===== src/rtl/lrh_div.sv =====
// Pipelined restoring divider with side data and per-stage handshake.
// Quotient must fit QUO_BITS. Depends on no other file.
`timescale 1ns / 1ps
`default_nettype none

module lrh_div #(
    parameter int NUM_BITS  = 32,
    parameter int DEN_BITS  = 16,
    parameter int QUO_BITS  = 16,
    parameter int SIDE_BITS = 8,
    parameter int STEP_BITS = 2
) (
    input  wire logic                 clk,
    input  wire logic                 rst_n,
    input  wire logic                 in_valid,
    output logic                      in_ready,
    input  wire logic [NUM_BITS-1:0]  num,
    input  wire logic [DEN_BITS-1:0]  den,
    input  wire logic [SIDE_BITS-1:0] side,
    output logic                      out_valid,
    input  wire logic                 out_ready,
    output logic [QUO_BITS-1:0]       quo,
    output logic [SIDE_BITS-1:0]      side_out
);
    localparam int STAGES = (QUO_BITS + STEP_BITS - 1) / STEP_BITS;

    logic                 vld_reg  [STAGES+1];
    logic [DEN_BITS-1:0]  rem_reg  [STAGES+1];
    logic [QUO_BITS-1:0]  work_reg [STAGES+1];
    logic [DEN_BITS-1:0]  den_reg  [STAGES+1];
    logic [SIDE_BITS-1:0] side_reg [STAGES+1];
    logic [STAGES+1:0]    en;

    assign en[STAGES+1] = out_ready;

    genvar k;
    generate
        for (k = 0; k <= STAGES; k++) begin : g_en
            assign en[k] = !vld_reg[k] || en[k+1];
        end
    endgenerate

    // Stage 0: remainder starts as the bits above the quotient
    always_ff @(posedge clk or negedge rst_n)
    begin
        if (!rst_n)
        begin
            vld_reg[0] <= 1'b0;
        end
        else if (en[0])
        begin
            vld_reg[0] <= in_valid;
        end
    end

    always_ff @(posedge clk)
    begin
        if (en[0])
        begin
            rem_reg[0]  <= DEN_BITS'(num >> QUO_BITS);
            work_reg[0] <= num[QUO_BITS-1:0];
            den_reg[0]  <= den;
            side_reg[0] <= side;
        end
    end

    generate
        for (k = 1; k <= STAGES; k++) begin : g_stage
            logic [DEN_BITS:0]   r2;
            logic [DEN_BITS-1:0] rem_c;
            logic [QUO_BITS-1:0] work_c;
            logic                qbit;

            always_comb
            begin
                rem_c  = rem_reg[k-1];
                work_c = work_reg[k-1];
                r2     = '0;
                qbit   = 1'b0;
                for (int j = 0; j < STEP_BITS; j++) begin
                    if ((k - 1) * STEP_BITS + j < QUO_BITS)
                    begin
                        r2 = {rem_c, work_c[QUO_BITS-1]};
                        if (r2 >= {1'b0, den_reg[k-1]})
                        begin
                            r2   = r2 - {1'b0, den_reg[k-1]};
                            qbit = 1'b1;
                        end
                        else
                        begin
                            qbit = 1'b0;
                        end
                        rem_c  = r2[DEN_BITS-1:0];
                        work_c = {work_c[QUO_BITS-2:0], qbit};
                    end
                end
            end

            always_ff @(posedge clk or negedge rst_n)
            begin
                if (!rst_n)
                begin
                    vld_reg[k] <= 1'b0;
                end
                else if (en[k])
                begin
                    vld_reg[k] <= vld_reg[k-1];
                end
            end

            always_ff @(posedge clk)
            begin
                if (en[k])
                begin
                    rem_reg[k]  <= rem_c;
                    work_reg[k] <= work_c;
                    den_reg[k]  <= den_reg[k-1];
                    side_reg[k] <= side_reg[k-1];
                end
            end
        end
    endgenerate

    assign in_ready  = en[0];
    assign out_valid = vld_reg[STAGES];
    assign quo       = work_reg[STAGES];
    assign side_out  = side_reg[STAGES];

endmodule

`default_nettype wire


===== config.mk =====
export PLATFORM = sky130hd
export DESIGN_NAME = lrh_div
export DESIGN_NICKNAME = d
export VERILOG_FILES = /design/src/rtl/lrh_div.sv
export SDC_FILE = /design/constraint.sdc
export NUM_CORES = 1
export LEC_CHECK = 0
export ABC_AREA = 1
export BUFFER_PORTS_ARGS = -buffer_cell sky130_fd_sc_hd__buf_4
export CORE_MARGIN = 4
export CORE_UTILIZATION = 40
export CTS_CLUSTER_DIAMETER = 120
export CTS_CLUSTER_SIZE = 40
export DETAILED_ROUTE_END_ITERATION = 7
export SLEW_MARGIN = 20
export SYNTH_ARGS = -nofsm -noshare
export SYNTH_HDL_FRONTEND = slang
export SYNTH_SLANG_ARGS = --single-unit

===== constraint.sdc =====
create_clock -name clk -period 31.9 [get_ports clk]
set_input_delay 6.38 -clock clk [delete_from_list [all_inputs] [get_ports clk]]
set_output_delay 6.38 -clock clk [all_outputs]
set_load 0.01 [all_outputs]

==> results.cfg, run 1 <==
[cts]
cts_sinks = 481
clockRootBuffer = clkbuf_16
postCtsResizedCells = 0
clkTransAtPathRegs_ps = 130
cts.htree.levels = 1
cts_hold_buf = 0
cts_buffers = 21
post_cts_buffers = 0
insertion_delay_ps = 600
cts_buffer_depth = 3
cts_tree = yes

[critical_path]
cp_cell_sequence = buf_4 > nor2_1 > inv_2 > nor2_1 > inv_2 > buf_4 > nor2_1 > inv_2 > nor2_1 > nand2_2 > buf_4 > nor2_2 > nand2_2 > nor2_1 > nand2_4 > buf_4
worst_path_most_repeated_cell = nor2_1
cp_slowest_cell = buf_4
critical_path.top_delay_family = simple AND/OR/NAND/NOR gates
end_kind = primary output
critPathRequiredTime_ps = 25520
critPathKind = input pin to primary output
max_stage_delay_ps = 340
critPathMaxFanout = 58
arrival_ps = 9340
cp-start-kind = input pin
path_buf_inv = 7

[flow_run]
maxCapViolCount = 0

[synth]
post_synth_inst_count = 3552
syn-num-nets = 3883
synth_cell_types = 48
netlist_area_sq_um = 31200
synth_edf_count = 472
synthTopCellsByCount = nand2_1, edfxtp_1, inv_1
yosysMostFrequentCell = nand2_1
ys.warnings.count = 0
synth_seq_cells = 481
synth.top_cell.area_share = 0.454
postSynthAreaPerCell_sq_um = 8.78
synth_ff_type = edfxtp_1
synth_area_leaders = edfxtp_1, nand2_1, ha_1, inv_1, nand3_1
synth_seq_area_share = 0.462
synth_top_cell_by_area = edfxtp_1
synthArstFlopShare = 0.0187

[floorplanning]
fp.dieH_um = 287
die_area_sq_um = 82500
io_pins = 86
die_x_um = 287
num_rows = 102
design.core.area_sq_um = 77300
start_util = 0.403

[sta]
max_slew_margin = 0.340
max_slew.worst_pin.slew_ps = 988
hold_violations = 0
finalMaxSlewViolations = 0
rsz0062_at_grt = false
timing.final.crit_share = 0.493
fin_tns_setup_ps = 0
finClkSkew_ps = 48.4
max_freq_mhz = 63.6
setup_viol = 0
period_minus_slack_ps = 15720

[routing]
wl_per_cell_um = 16.2
vias = 23284
drt_iter0_markers = 1637
drt-pass1-iter-count = 5
ant_nets = 0
postRouteWirelength_um = 75800
post-route-drc-count = 0
routed_via_density = 4.98

[global_route]
grt_usage = 0.181
grt_pass1_vias = 22047
gr-total-overflow = 0
grt_pass1_wl_um = 119000
grt_antenna_before_repair = 1
grt_max_degree = 59

[place]
place_congestion = 0.904
dp_hpwl_um = 61300
io_buffers = 85

[cells_and_area]
largest_reg_flops = 144
nNetsFinal = 3949
area_delta_synth_final_pct = 7.84
drive_gt1_frac = 0.0807
diodes = 0
fillers = 7710

[hold_path]
min_path_type = flip-flop to flip-flop

[outcome]
outcome = completed
layout make-up:
type,count,area [sq um],share of cell area
sequential,481,14400,0.428
clock buffer,26,564,0.0168
multi-input combinational,2563,14700,0.436
timing repair buffer,93,698,0.0208
clock inverter,11,268,0.00796
tap,1040,1300,0.0387
inverter,458,1730,0.0513
path summary, 6_finish.rpt:
kind / startpoint / endpoint / slack, ps / cells past startpoint
worst max-delay path: out_ready / in_ready / 16180 / 16
max in group asynchronous: rst_n / out_valid / 26070 / 1
worst max register to register: den_reg[0][108] / rem_reg[0][127] / 26810 / 22
worst min register to register: side_reg[0][46] / side_reg[0][54] / 420 / 0
min in group asynchronous: rst_n / vld_reg[3] / 5620 / 1
worst min-delay path: side_reg[0][46] / side_reg[0][54] / 420 / 0
stage by stage:
stage          setup slack [ps]  hold WS, ps  area [sq um]  utilization  cells
2_1_floorplan             12490          400         31200            -   3552
3_3_place_gp              16090          400         32800        0.424   4635
3_5_place_dp              16120          405         32800        0.424   4635
4_1_cts                   16100          423         33600        0.435   4672
5_1_grt                   15820          421         33600        0.435   4672
6_report                  16180          420         33600        0.435   4672
metal layers:
metal	wire, um	up-vias	GRT usage
met1	34900	10726	0.246
met3	2820	76	0.0155
met5	0	-	0
met2	36200	454	0.315
met4	1940	0	0.0433
li1	-	12028	-
cells in the final DEF, fill, tap and decap left out, types with 20 or more instances in the layout:
master	n
inv_1	424
nand2_2	20
xnor2_1	64
nand2_1	1100
nand3_1	270
nand4_1	55
o21ai_2	24
buf_4	93
xor2_1	85
a21oi_1	217
o21ai_1	24
o21ai_0	82
ha_1	256
or2_2	24
inv_2	30
edfxtp_1	472
clkbuf_16	21
nor2_1	174
logic make-up after synthesis:
logic type / synth area share
and+or+nand+nor: 0.245
buffers and inverters: 0.0681
DFF: 0.462
AOI/OAI and AO/OA: 0.0711
adders and majority gates: 0.112
xor gates and xnor gates: 0.0418
Power of run 1 is left out: the tool's default activity adds up to more than one toggle a clock period on the data nets, which glitch-free logic cannot reach.
==> inputs of run 2 (changes only) <==
clock period = 14.29 ns   (was 31.9 ns; I/O delays follow)
==> run 2 against run 1 <==
Net effect:
- critical path depth increased by 1
- worst hold slack improved by 7.0 ps
- count of clock-buffer cells in the layout decreased by 1
- global-route usage increased by 0.093 points
- critical endpoint unchanged
==> results.cfg, run 2 (synthesis gave the netlist of run 1 again) <==
[cells_and_area]
diodes = 0
final_area_sq_um = 33600
nNetsFinal = 3947
largest_reg_flops = 144
area_delta_synth_final_pct = 7.56
mostFrequentLayoutCells = nand2_1, edfxtp_1, inv_1, nand3_1, ha_1
drive_gt1_frac = 0.0799
final_common_cell = nand2_1

[cts]
clockRootBuffer = clkbuf_16
cts.htree.levels = 1
cts_buffers = 20
postCtsResizedCells = 0
cts_buffer_depth = 3
cts_hold_buf = 0
post_cts_buffers = 0
cts_tree = yes
clkTransAtPathRegs_ps = 90
insertion_delay_ps = 590
cts_sinks = 481

[critical_path]
critPathRequiredTime_ps = 11430
cp-start-kind = input pin
cp_cell_sequence = buf_4 > nor2_1 > inv_2 > nor2_1 > inv_2 > nor2_1 > inv_2 > buf_4 > nor2_1 > nand2_2 > buf_4 > nor2_2 > nand2_2 > buf_4 > nor2_1 > nand2_4 > buf_4
path_buf_inv = 8
critical_path.top_delay_family = buffers and inverters
end_kind = primary output
max_stage_delay_ps = 680
cp_slowest_cell = nand2_4
arrival_ps = 6920
critPathKind = input pin to primary output
critPathMaxFanout = 58

[hold_path]
min_path_type = flip-flop to flip-flop

[routing]
post-route-drc-count = 0
wl_per_cell_um = 16.4
drt_iter0_markers = 1573
routed_via_density = 4.99
ant_nets = 0
drt-pass1-iter-count = 5
postRouteWirelength_um = 76700
vias = 23294

[global_route]
grt_max_degree = 59
grt_pass1_wl_um = 120000
grt_usage = 0.182
grt_antenna_before_repair = 0
grt_pass1_vias = 21939
gr-total-overflow = 0

[sta]
finalMaxSlewViolations = 0
fin_ws_ps = 4510
setup_viol = 0
max_slew.worst_pin.slew_ps = 999
hold_violations = 0
max_freq_mhz = 102
finClkSkew_ps = 44.7
max_slew_margin = 0.333
fin_tns_setup_ps = 0
timing.final.crit_share = 0.684
period_minus_slack_ps = 9780
rsz0062_at_grt = false

[place]
io_buffers = 85
dp_hpwl_um = 61500
place_congestion = 0.927
post-place-ws_ps = 4350
dpl_cell_area_sq_um = 32800

[flow_run]
maxCapViolCount = 0

[floorplanning]
fp.dieH_um = 287
design.core.area_sq_um = 77300
num_rows = 102
die_x_um = 287
io_pins = 86
start_util = 0.403
die_area_sq_um = 82500

[outcome]
outcome = completed
[run 2: cell count changes in the layout (fill, tap and decap cells not counted), moves of 2 or more]
cell       previous run  this run
clkinv_16             6         3
clkbuf_8              2         0
inv_12                0         3
clkinv_8              0         2
[run 2: per-layer routing]
layer	GRT usage	vias to the layer above	wire, um
met3	0.0193	96	2830
met1	0.239	10728	34400
met2	0.316	466	36800
met4	0.0586	0	2710
li1	-	12004	-
met5	0	-	0
[run 2: final cells by class]
cell class / instances / area (sq um)
Fill cell: 7717 / 43800
Multi-Input combinational cell: 2563 / 14700
Sequential cell: 481 / 14400
Inverter: 458 / 1730
Tap cell: 1040 / 1300
Timing Repair Buffer: 92 / 691
Clock buffer: 25 / 541
Clock inverter: 11 / 211
[run 2: metrics by stage]
step / hold slack, ps / utilization / std cells
finish: 427 / 0.434 / 4670
global route: 436 / 0.434 / 4670
CTS: 428 / 0.434 / 4670
detailed placement: 405 / 0.424 / 4634
global placement: 401 / 0.424 / 4634
floorplan: 400 / - / 3552
[run 2: path summary, 6_finish.rpt]
| check | from | end | slack (ps) | cells after the start |
|---|---|---|---|---|
| hold / removal | work_reg[0][10] | work_reg[1][12] | 430 | 0 |
| setup / recovery | out_ready | in_ready | 4510 | 17 |
| hold reg to reg | work_reg[0][10] | work_reg[1][12] | 430 | 0 |
| setup reg to reg | den_reg[0][106] | rem_reg[0][127] | 9350 | 22 |
| min in group asynchronous | rst_n | out_valid | 2110 | 1 |
| max in group asynchronous | rst_n | vld_reg[7] | 11950 | 1 |
[run 2: worst register-to-register path, delay by kind of cell (launching register included)]
family,cells,cell delay (ps)
AO/OA/AOI/OAI,2,580
adder cells (fa/ha/maj),2,730
AND/OR/NAND/NOR,17,2850
flip-flops,1,470
buffers and inverters,1,110
Power of run 2 is left out for the same reason.
